==> src/rtl/ucd_pkg.sv <==
`default_nettype none
package ucd_pkg;

	localparam int unsigned BYTE_W = 8;
	localparam int unsigned CP_W = 21;
	localparam int unsigned PAY_W = 7;
	localparam int unsigned CONT_BITS = 6;
	localparam int unsigned QUEUE_DEPTH = 2;
	localparam int unsigned QPTR_W = $clog2(QUEUE_DEPTH);
	localparam int unsigned QCNT_W = $clog2(QUEUE_DEPTH + 1);

	localparam logic [CP_W-1:0] SUBST_CP = CP_W'(8'h3F);

	// Kind of work handed from the classifier to the assembler
	typedef enum logic [1:0] {
		OP_ASCII,
		OP_LEAD,
		OP_CONT,
		OP_BAD
	} op_kind_t;

	typedef struct packed {
		op_kind_t          kind;
		logic              last;
		logic [PAY_W-1:0]  payload;
	} op_t;

	typedef struct packed {
		logic push;
	} front_ctl_t;

	typedef struct packed {
		logic pop;
		logic avail;
	} back_ctl_t;

endpackage
`default_nettype wire

==> src/rtl/ucd_front.sv <==
`default_nettype none
module ucd_front
	import ucd_pkg::*;
(
	input  wire logic              clk,
	input  wire logic              arst_n,
	input  wire logic              in_valid,
	output logic                   in_stall,
	input  wire logic [BYTE_W-1:0] in_byte,
	input  wire logic              q_full,
	output front_ctl_t             ctl,
	output op_t                    op
);

	logic [1:0] bytes_left_q;
	logic [1:0] bytes_left_d;
	logic       accept;

	assign in_stall = q_full;
	assign accept   = in_valid && !q_full;
	assign ctl.push = accept;

	always_comb begin
		op.kind      = OP_BAD;
		op.last      = 1'b0;
		op.payload   = '0;
		bytes_left_d = bytes_left_q;
		if (bytes_left_q != 2'd0) begin
			// absorb any byte as a continuation, top bits unchecked
			op.kind      = OP_CONT;
			op.last      = (bytes_left_q == 2'd1);
			op.payload   = PAY_W'(in_byte[CONT_BITS-1:0]);
			bytes_left_d = bytes_left_q - 2'd1;
		end else begin
			unique case (in_byte) inside
				8'b0???????: begin
					op.kind    = OP_ASCII;
					op.payload = in_byte[PAY_W-1:0];
				end
				8'b110?????: begin
					op.kind      = OP_LEAD;
					op.payload   = PAY_W'(in_byte[4:0]);
					bytes_left_d = 2'd1;
				end
				8'b1110????: begin
					op.kind      = OP_LEAD;
					op.payload   = PAY_W'(in_byte[3:0]);
					bytes_left_d = 2'd2;
				end
				8'b11110???: begin
					op.kind      = OP_LEAD;
					op.payload   = PAY_W'(in_byte[2:0]);
					bytes_left_d = 2'd3;
				end
				default: begin
					op.kind = OP_BAD;
				end
			endcase
		end
	end

	always_ff @(posedge clk or negedge arst_n) begin
		if (!arst_n) begin
			bytes_left_q <= 2'd0;
		end else if (accept) begin
			bytes_left_q <= bytes_left_d;
		end
	end

endmodule
`default_nettype wire

==> src/rtl/ucd_queue.sv <==
`default_nettype none
module ucd_queue
	import ucd_pkg::*;
(
	input  wire logic       clk,
	input  wire logic       arst_n,
	input  wire front_ctl_t fctl,
	input  wire op_t        wr_op,
	output logic            full,
	input  wire logic       pop,
	output back_ctl_t       bctl,
	output op_t             rd_op
);

	op_t               entries_q [QUEUE_DEPTH];
	logic [QPTR_W-1:0] wr_ptr_q;
	logic [QPTR_W-1:0] rd_ptr_q;
	logic [QCNT_W-1:0] count_q;
	logic              do_pop;

	assign full      = (count_q == QCNT_W'(QUEUE_DEPTH));
	assign bctl.avail = (count_q != '0);
	assign do_pop    = pop && bctl.avail;
	assign bctl.pop  = do_pop;
	assign rd_op     = entries_q[rd_ptr_q];

	always_ff @(posedge clk) begin
		if (fctl.push) begin
			entries_q[wr_ptr_q] <= wr_op;
		end
	end

	always_ff @(posedge clk or negedge arst_n) begin
		if (!arst_n) begin
			wr_ptr_q <= '0;
			rd_ptr_q <= '0;
			count_q  <= '0;
		end else begin
			if (fctl.push) begin
				wr_ptr_q <= (wr_ptr_q == QPTR_W'(QUEUE_DEPTH - 1)) ? '0 : wr_ptr_q + 1'b1;
			end
			if (do_pop) begin
				rd_ptr_q <= (rd_ptr_q == QPTR_W'(QUEUE_DEPTH - 1)) ? '0 : rd_ptr_q + 1'b1;
			end
			if (fctl.push && !do_pop) begin
				count_q <= count_q + 1'b1;
			end else if (!fctl.push && do_pop) begin
				count_q <= count_q - 1'b1;
			end
		end
	end

endmodule
`default_nettype wire

==> src/rtl/ucd_back.sv <==
`default_nettype none
module ucd_back
	import ucd_pkg::*;
(
	input  wire logic            clk,
	input  wire logic            arst_n,
	input  wire back_ctl_t       bctl,
	input  wire op_t             op,
	output logic                 pop,
	output logic                 out_valid,
	input  wire logic            out_stall,
	output logic [CP_W-1:0]      code_point,
	output logic                 bad_lead
);

	logic [CP_W-1:0] partial_q;
	logic [CP_W-1:0] cp_q;
	logic            bad_q;
	logic            out_valid_q;
	logic            emits;
	logic            slot_free;
	logic [CP_W-1:0] shifted;
	logic [CP_W-1:0] cp_d;

	assign shifted   = {partial_q[CP_W-CONT_BITS-1:0], op.payload[CONT_BITS-1:0]};
	assign emits     = (op.kind != OP_LEAD) && !((op.kind == OP_CONT) && !op.last);
	assign slot_free = !out_valid_q || !out_stall;
	// no-result items never wait on the output register
	assign pop       = bctl.avail && (!emits || slot_free);

	always_comb begin
		unique case (op.kind)
			OP_ASCII: cp_d = CP_W'(op.payload);
			OP_CONT:  cp_d = shifted;
			OP_BAD:   cp_d = SUBST_CP;
			default:  cp_d = '0;
		endcase
	end

	always_ff @(posedge clk or negedge arst_n) begin
		if (!arst_n) begin
			partial_q   <= '0;
			out_valid_q <= 1'b0;
		end else begin
			if (bctl.pop) begin
				unique case (op.kind)
					OP_LEAD: partial_q <= CP_W'(op.payload);
					OP_CONT: partial_q <= op.last ? '0 : shifted;
					default: partial_q <= partial_q;
				endcase
			end
			if (bctl.pop && emits) begin
				out_valid_q <= 1'b1;
			end else if (!out_stall) begin
				out_valid_q <= 1'b0;
			end
		end
	end

	always_ff @(posedge clk) begin
		if (bctl.pop && emits) begin
			cp_q  <= cp_d;
			bad_q <= (op.kind == OP_BAD);
		end
	end

	assign out_valid  = out_valid_q;
	assign code_point = cp_q;
	assign bad_lead   = bad_q;

endmodule
`default_nettype wire

==> src/rtl/utf8_codepoint_decoder_core.sv <==
`default_nettype none
// UTF-8 to code point decoder. Bytes enter on in_byte under valid/stall and
// decoded code points leave on code_point/bad_lead under valid/stall. One byte
// is taken per clock in steady state when out_stall stays low; the rate is set
// by the classifier and the assembler, which run apart through a two-entry
// queue. An ASCII byte gives a result; a lead byte 110xxxxx, 1110xxxx or
// 11110xxx opens a 2, 3 or 4 byte sequence that gives one result on its last
// byte. Bytes after a lead byte are always taken as continuation bytes with
// their top two bits ignored. A stray continuation byte or a byte 0xF8..0xFF
// at a lead position gives 0x3F with bad_lead high. Overlong forms, surrogates
// and values above 0x10FFFF pass through unchecked. A result passes through
// the queue and then the output register, where it stays visible until taken.
module utf8_codepoint_decoder_core
	import ucd_pkg::*;
(
	input  wire logic              clk,
	input  wire logic              arst_n,
	input  wire logic              in_valid,
	output logic                   in_stall,
	input  wire logic [BYTE_W-1:0] in_byte,
	output logic                   out_valid,
	input  wire logic              out_stall,
	output logic [CP_W-1:0]        code_point,
	output logic                   bad_lead
);

	front_ctl_t fctl;
	back_ctl_t  bctl;
	op_t        f_op;
	op_t        b_op;
	logic       q_full;
	logic       b_pop;

	// classify each request and track how many continuation bytes remain
	ucd_front u_front (
		.clk      (clk),
		.arst_n   (arst_n),
		.in_valid (in_valid),
		.in_stall (in_stall),
		.in_byte  (in_byte),
		.q_full   (q_full),
		.ctl      (fctl),
		.op       (f_op)
	);

	// decouple classifier from assembler so each can stall on its own
	ucd_queue u_queue (
		.clk    (clk),
		.arst_n (arst_n),
		.fctl   (fctl),
		.wr_op  (f_op),
		.full   (q_full),
		.pop    (b_pop),
		.bctl   (bctl),
		.rd_op  (b_op)
	);

	// assemble the code point and hold the result in the output register
	ucd_back u_back (
		.clk        (clk),
		.arst_n     (arst_n),
		.bctl       (bctl),
		.op         (b_op),
		.pop        (b_pop),
		.out_valid  (out_valid),
		.out_stall  (out_stall),
		.code_point (code_point),
		.bad_lead   (bad_lead)
	);

endmodule
`default_nettype wire

==> config.mk <==
export PLATFORM = sky130hd
export DESIGN_NAME = utf8_codepoint_decoder_core
export DESIGN_NICKNAME = d
export VERILOG_FILES = /design/src/rtl/ucd_pkg.sv /design/src/rtl/ucd_front.sv /design/src/rtl/ucd_queue.sv /design/src/rtl/ucd_back.sv /design/src/rtl/utf8_codepoint_decoder_core.sv
export SDC_FILE = /design/constraint.sdc
export NUM_CORES = 1
export LEC_CHECK = 0
export CAP_MARGIN = 25
export CORE_MARGIN = 2
export CORE_UTILIZATION = 60
export CTS_CLUSTER_DIAMETER = 80
export DETAILED_ROUTE_END_ITERATION = 10
export DONT_BUFFER_PORTS = 1
export PLACE_DENSITY = 0.8
export REMOVE_ABC_BUFFERS = 1
export SYNTH_ARGS = -nofsm -noshare
export SYNTH_HDL_FRONTEND = slang
export SYNTH_SLANG_ARGS = --single-unit
==> constraint.sdc <==
create_clock -name clk -period 3.8 [get_ports clk]
set_input_delay 0.57 -clock clk [delete_from_list [all_inputs] [get_ports clk]]
set_output_delay 0.57 -clock clk [all_outputs]
set_load 0.005 [all_outputs]
==> results of run 1 <==
==> metal layers <==
layer / track usage / wire length [µm] / up-vias / part of all wire
met1: 0.2123 / 1796 / 720 / 0.40
li1: - / - / 733 / -
met2: 0.3333 / 2325 / 49 / 0.52
met5: 0 / 0 / - / 0
met4: 0.1530 / 120 / 0 / 0.027
met3: 0.05840 / 204 / 13 / 0.046
==> power groups by stage <==
stage | logic, µW | registers [µW] | clock network, µW
6_report | 757 | 1320 | 697
4_1_cts | 767 | 1320 | 709
5_1_grt | 849 | 1350 | 733
3_5_place_dp | 754 | 1330 | 0
3_3_place_gp | 710 | 1310 | 0
2_1_floorplan | 566 | 1270 | 0
==> state kept, by name, summed over array words and instances, names as in the netlist <==
signal	count
u_back.bad_lead	1
u_back.partial_q	15
u_queue.wr_ptr_q	1
u_back.code_point	21
u_queue.rd_ptr_q	1
u_front.bytes_left_q	2
u_back.out_valid	1
u_queue.count_q	2
u_queue.entries_q	20
==> synthesized netlist by cell type, types with 3 or more instances <==
cell type / number
dfrtp_1: 22
o21ai_1: 8
nor2_1: 8
buf_2: 4
xnor2_1: 3
mux2i_1: 7
a21oi_1: 10
ha_1: 5
o21ai_0: 4
and2_1: 17
edfxtp_1: 42
nand2_1: 28
o31ai_1: 7
nor2b_1: 5
inv_1: 8
==> worst paths after layout <==
check,start,end,slack [ns],cells after the start
setup / recovery,u_queue.rd_ptr_q,u_queue.count_q[1],1.04,9
hold / removal,out_stall,u_back.out_valid,0.37,2
setup reg to reg,u_queue.rd_ptr_q,u_queue.count_q[1],1.04,9
hold reg to reg,u_back.partial_q[13],u_back.partial_q[13],0.48,2
max in group asynchronous,arst_n,u_front.bytes_left_q[0],2.89,2
min in group asynchronous,arst_n,u_back.partial_q[7],0.53,1
==> critical path: cells and delay by family (launching register included) <==
kind / cells / cell delay [ns]
mux: 1 / 0.46
simple gates: 2 / 0.28
buf+inv: 1 / 0.13
fa+ha+maj: 2 / 0.51
xor+xnor: 2 / 0.30
flops: 1 / 0.71
compound gates: 1 / 0.24
==> metrics by stage <==
step / std cells / util
floorplan: 197 / -
global placement: 251 / 0.6322
detailed placement: 251 / 0.6322
CTS: 268 / 0.6907
global route: 269 / 0.6970
finish: 269 / 0.6970
==> logic make-up after synthesis <==
group	count (synthesis)	share of synthesized area
AO/OA/AOI/OAI	35	0.07948
XOR/XNOR	5	0.01637
adder cells (fa/ha/maj)	5	0.02338
buffers and inverters	14	0.02431
flip-flops	64	0.6770
multiplexers	11	0.04862
AND/OR/NAND/NOR	69	0.1309
==> layout make-up <==
type,count,share of cell area
clock inverters,7,0.03944
inverters,8,0.009963
clock buffers,9,0.04110
multi-input cells,125,0.2694
repair buffers,4,0.01743
flip-flops and latches,64,0.6011
well taps,52,0.02159
==> impl_metrics.py, run 1 <==
metrics = {
    "logic_synthesis": {
        "netlist_area_um2": 2676,
        "ys_warn_count": 0,
        "ys_types": 37,
        "synthTopCellsByArea": "edfxtp_1 (47%), dfrtp_1 (21%), and2_1 (4.0%)",
        "synth.ff_latch_count": 64,
        "synth-edff-count": 42,
        "seq_area_frac_synth": 0.6770,
        "ys.flop_type": "edfxtp_1",
        "yosys.area.top_type": "edfxtp_1",
        "syn-instance-count": 203,
        "async_reset_ff_frac": 0.3438,
        "avgSynthCellArea_um2": 13.18,
        "yosysTopAreaCellShare": 0.4712,
    },
    "sta": {
        "period_needed_ns": 2.762,
        "period_share": 0.7268,
        "finClkSkew_ns": 0.01367,
        "finalHoldViolCount": 0,
        "finalSetupTns_ns": 0,
        "fmax_mhz": 362.1,
        "tightest_slew_ns": 0.7801,
        "timing.final.ws_setup_ns": 1.038,
        "hold_slack_ns": 0.3659,
        "rsz0062_at_grt": "false",
        "slew_viol_final": 0,
        "max-slew-margin-rel": 0.4780,
        "setup_viol": 0,
    },
    "clocking": {
        "cts_resized": 0,
        "hold_buffers": 1,
        "cts.path.max_buffers": 2,
        "cts_sinks": 64,
        "post-cts-setup-buffers": 0,
        "cts_buffers": 9,
        "cts-root-buf": "clkbuf_8",
        "clk_pin_slew_ns": 0.07,
        "clk_latency_ns": 0.34,
        "cts_tree": "built",
        "htreeDepth": 3,
    },
    "placed_design": {
        "place_ws_ns": 1.038,
        "dpl.hpwl_um": 3044,
        "portBuffers": 0,
        "place.gp.congestion": 0.7366,
        "place_area_um2": 2734,
    },
    "floorplan": {
        "start_util": 0.6189,
        "die_w_um": 70.79,
        "die_h_um": 70.79,
        "dieArea_um2": 5011,
        "io_pins": 36,
        "core_area_um2": 4324,
        "std_cell_rows": 24,
    },
    "power_and_ir_drop": {
        "power.density_nw_per_um2": 919.9,
        "leakage_uw": 0.001194,
        "swShare": 0.3355,
        "power_uw": 2773,
        "net-switching-power_uw": 930.1,
        "internal-power_uw": 1843,
        "p_clk_frac": 0.251,
        "p_seq_frac": 0.476,
        "comb_power_share": 0.273,
        "vdd_ir_drop_max_v": 0.0005329,
    },
    "route": {
        "via_count": 1515,
        "drt_drc_violations_left": 0,
        "wl_per_cell_um": 16.53,
        "ant_nets": 0,
        "wl_um": 4446,
        "drt-vias-per-instance": 5.632,
        "firstDrtPassIters": 5,
        "drt_iter0_drc": 104,
    },
    "layout": {
        "insertedDiodeCount": 0,
        "syn2layout_area_growth_pct": 12.62,
        "seq_area_um2": 1812,
        "layout_commonest_cell": "edfxtp_1",
        "num-fill-cells": 289,
        "multi_input_area_um2": 812.0,
        "layout_common_cells": "edfxtp_1 (42), nand2_1 (28), dfrtp_1 (22)",
        "drive_gt1_frac": 0.1152,
        "fin_area_um2": 3014,
        "layout.nets": 229,
    },
    "outcome": {
        "status": "finished clean",
    },
    "global_route": {
        "grt.total_usage": 0.1998,
        "grt_pass1_vias": 1572,
        "antenna_found_initial": 0,
        "grt_overflow": 0,
        "grt_pass1_wl_um": 7279,
        "grt_max_degree": 31,
    },
    "critical_path": {
        "critPathMaxStageDelay_ns": 0.71,
        "path_max_fanout": 11,
        "cp_slowest_cell": "dfrtp_1",
        "end_kind": "register",
        "crit_path_start_kind": "register",
        "critPathKind": "reg -> reg",
        "arrival_ns": 2.98,
        "path_cells": "mux2i_4 > inv_1 > ha_1 > nand3b_1 > o22ai_1 > ha_1 > xor2_1 > nor2_1 > xor2_1",
        "cp_data_required_time_ns": 4.02,
    },
    "run": {
        "max_cap_violations": 0,
    },
    "min_path": {
        "hp-class": "in -> reg",
    },
}
Power figures use the tool's default switching activity.
==> inputs of run 2 (changes only) <==
--- a/config.mk
+++ b/config.mk
@@ -5,6 +5,7 @@
 export SDC_FILE = /design/constraint.sdc
 export NUM_CORES = 1
 export LEC_CHECK = 0
+export ABC_AREA = 1
 export CAP_MARGIN = 25
 export CORE_MARGIN = 2
 export CORE_UTILIZATION = 60
==> constraint.sdc (replaced) <==
create_clock -name clk -period 2.66 [get_ports clk]
set_input_delay 0.399 -clock clk [delete_from_list [all_inputs] [get_ports clk]]
set_output_delay 0.399 -clock clk [all_outputs]
set_load 0.005 [all_outputs]
==> run 2 against run 1 <==
  * Clock-buffer cell count is 4 higher
  * Register-to-register slack worse by 0.67 ns
  * Combinational power is 98% higher
  * Via count is 24% higher
  * Sequential power is 36% higher
  * Global-route usage is 1.1 points higher
  * Die area is 6.3% higher
  * Largest cell class unchanged
  * Largest power group unchanged
==> impl_metrics.py, run 2 <==
metrics = {
    "outcome": {
        "status": "finished clean",
    },
    "power_and_ir_drop": {
        "vdd_ir_drop_max_v": 0.0006379,
        "power_uw": 4182,
        "leakage_uw": 0.001438,
        "power.density_nw_per_um2": 1320,
    },
    "logic_synthesis": {
        "async_reset_ff_frac": 0.3438,
        "seq_area_frac_synth": 0.6348,
        "syn-instance-count": 280,
        "synthTopCellsByArea": "edfxtp_1 (44%), dfrtp_1 (19%), nand2_1 (8.4%)",
        "yosysTopAreaCellShare": 0.4419,
        "synth-edff-count": 42,
        "avgSynthCellArea_um2": 10.19,
        "netlist_area_um2": 2854,
        "ys.flop_type": "edfxtp_1",
        "yosys.area.top_type": "edfxtp_1",
        "synth_most_common_cell": "nand2_1",
        "ys_types": 27,
        "synth.ff_latch_count": 64,
        "ys_warn_count": 0,
        "synth_commonest_cells": "nand2_1 (64), edfxtp_1 (42), inv_1 (37)",
    },
    "placed_design": {
        "portBuffers": 0,
        "place_ws_ns": 0.3831,
        "place.gp.congestion": 0.7947,
        "dpl.hpwl_um": 3358,
    },
    "floorplan": {
        "die_w_um": 72.97,
        "core_area_um2": 4661,
        "std_cell_rows": 25,
        "die_h_um": 72.97,
        "io_pins": 36,
        "dieArea_um2": 5325,
        "start_util": 0.6123,
    },
    "critical_path": {
        "path_max_fanout": 17,
        "r2r_slack_ns": 0.37,
        "critPathKind": "reg -> reg",
        "crit_path_start_kind": "register",
        "end_kind": "register",
        "cp_data_required_time_ns": 2.88,
        "arrival_ns": 2.51,
    },
    "sta": {
        "period_needed_ns": 2.293,
        "slew_viol_final": 0,
        "finClkSkew_ns": 0.009309,
        "period_share": 0.8621,
        "tightest_slew_ns": 0.8556,
        "timing.final.ws_setup_ns": 0.3668,
        "rsz0062_at_grt": "false",
        "max-slew-margin-rel": 0.4275,
        "setup_viol": 0,
        "fmax_mhz": 436.1,
        "hold_slack_ns": 0.2420,
        "finalSetupTns_ns": 0,
        "finalHoldViolCount": 0,
    },
    "route": {
        "wl_per_cell_um": 13.52,
        "drt-vias-per-instance": 5.381,
        "wl_um": 4719,
        "firstDrtPassIters": 4,
        "via_count": 1878,
        "drt_drc_violations_left": 0,
        "ant_nets": 0,
        "drt_iter0_drc": 171,
    },
    "layout": {
        "layout.nets": 307,
        "seq_area_um2": 1812,
        "insertedDiodeCount": 0,
        "multi_input_area_um2": 840.8,
        "layout_commonest_cell": "nand2_1",
        "num-fill-cells": 343,
        "layout_common_cells": "nand2_1 (64), edfxtp_1 (42), inv_1 (37)",
        "drive_gt1_frac": 0.09831,
        "largest_reg_flops": 21,
        "finish.utilization": 0.6800,
        "syn2layout_area_growth_pct": 11.05,
    },
    "global_route": {
        "grt_pass1_wl_um": 8169,
        "grt_overflow": 0,
        "grt.total_usage": 0.2104,
        "grt_max_degree": 23,
        "grt_pass1_vias": 1865,
        "antenna_found_initial": 0,
    },
    "clocking": {
        "cts-root-buf": "clkbuf_8",
        "cts_buffers": 9,
        "htreeDepth": 3,
        "post-cts-setup-buffers": 0,
        "clk_latency_ns": 0.34,
        "cts_sinks": 64,
        "cts.path.max_buffers": 2,
        "cts_tree": "built",
        "clk_pin_slew_ns": 0.06,
    },
    "run": {
        "max_cap_violations": 0,
    },
    "min_path": {
        "hp-class": "in -> reg",
    },
}
==> run 2: cell count changes after synthesis, moves of 7 or more <==
cell / previous run / this run
nand2_1: 28 / 64
inv_1: 8 / 37
nor2_1: 8 / 36
and2_1: 17 / 0
nand4_1: 0 / 16
o21ai_0: 4 / 17
o21ai_1: 8 / 0
mux2i_1: 7 / 0
nand3_1: 0 / 7
o31ai_1: 7 / 0
==> run 2: layer usage <==
metal	global-route usage	wire length, µm	share of wire
met1	0.2509	2029	0.43
met2	0.3515	2467	0.52
met3	0.07873	168	0.036
met4	0.07407	53	0.011
met5	0	0	0
==> run 2: timing repair <==
action                                 CTS  global route
hold buffers                             1             0
endpoints found under the hold margin   22             0
resized for setup                        0             0
==> run 2: cell families after synthesis <==
logic type | share of synthesized area
compound gates | 0.05392
xor+xnor | 0.006139
fa+ha+maj | 0.02192
buf+inv | 0.07058
flops | 0.6348
simple gates | 0.2126
==> run 2: where the power goes <==
group | switching, µW | total (µW) | internal [µW] | leakage (µW)
clock network | 335 | 888 | 553 | 0.000108
registers | 182 | 1800 | 1620 | 0.000687
logic | 1040 | 1500 | 458 | 0.000643
total | 1560 | 4180 | 2630 | 0.00144
==> run 2: layout make-up <==
| cell class | count | area share |
|---|---|---|
| flip-flops and latches | 64 | 0.5717 |
| clock buffers | 13 | 0.04698 |
| clock inverters | 3 | 0.02053 |
| repair buffers | 9 | 0.02842 |
| inverters | 38 | 0.04580 |
| multi-input cells | 168 | 0.2653 |
| well taps | 54 | 0.02132 |
==> run 2: critical path, stage by stage (launching register included) <==
cell     delay (ns)
dfrtp_1        0.41
buf_4          0.20
o21a_1         0.23
inv_1          0.09
ha_1           0.22
nand3_4        0.15
nand3_4        0.09
nand2_1        0.07
ha_1           0.32
a21oi_1        0.12
o21ai_0        0.11
xor2_1         0.15
==> run 2: through the flow <==
step | area (µm²) | cells
global route | 3169 | 349
finish | 3169 | 349
CTS | 3142 | 348
floorplan | 2798 | 270
global placement | 2918 | 331
detailed placement | 2918 | 331
==> run 2: worst paths after layout <==
path	from	to	cells past startpoint
setup / recovery	u_queue.rd_ptr_q	u_queue.count_q[1]	11
hold / removal	out_stall	u_back.out_valid	2
setup reg to reg	u_queue.rd_ptr_q	u_queue.count_q[1]	11
hold reg to reg	u_back.partial_q[11]	u_back.partial_q[11]	2
max in group asynchronous	arst_n	u_back.partial_q[12]	2
min in group asynchronous	arst_n	u_front.bytes_left_q[1]	1
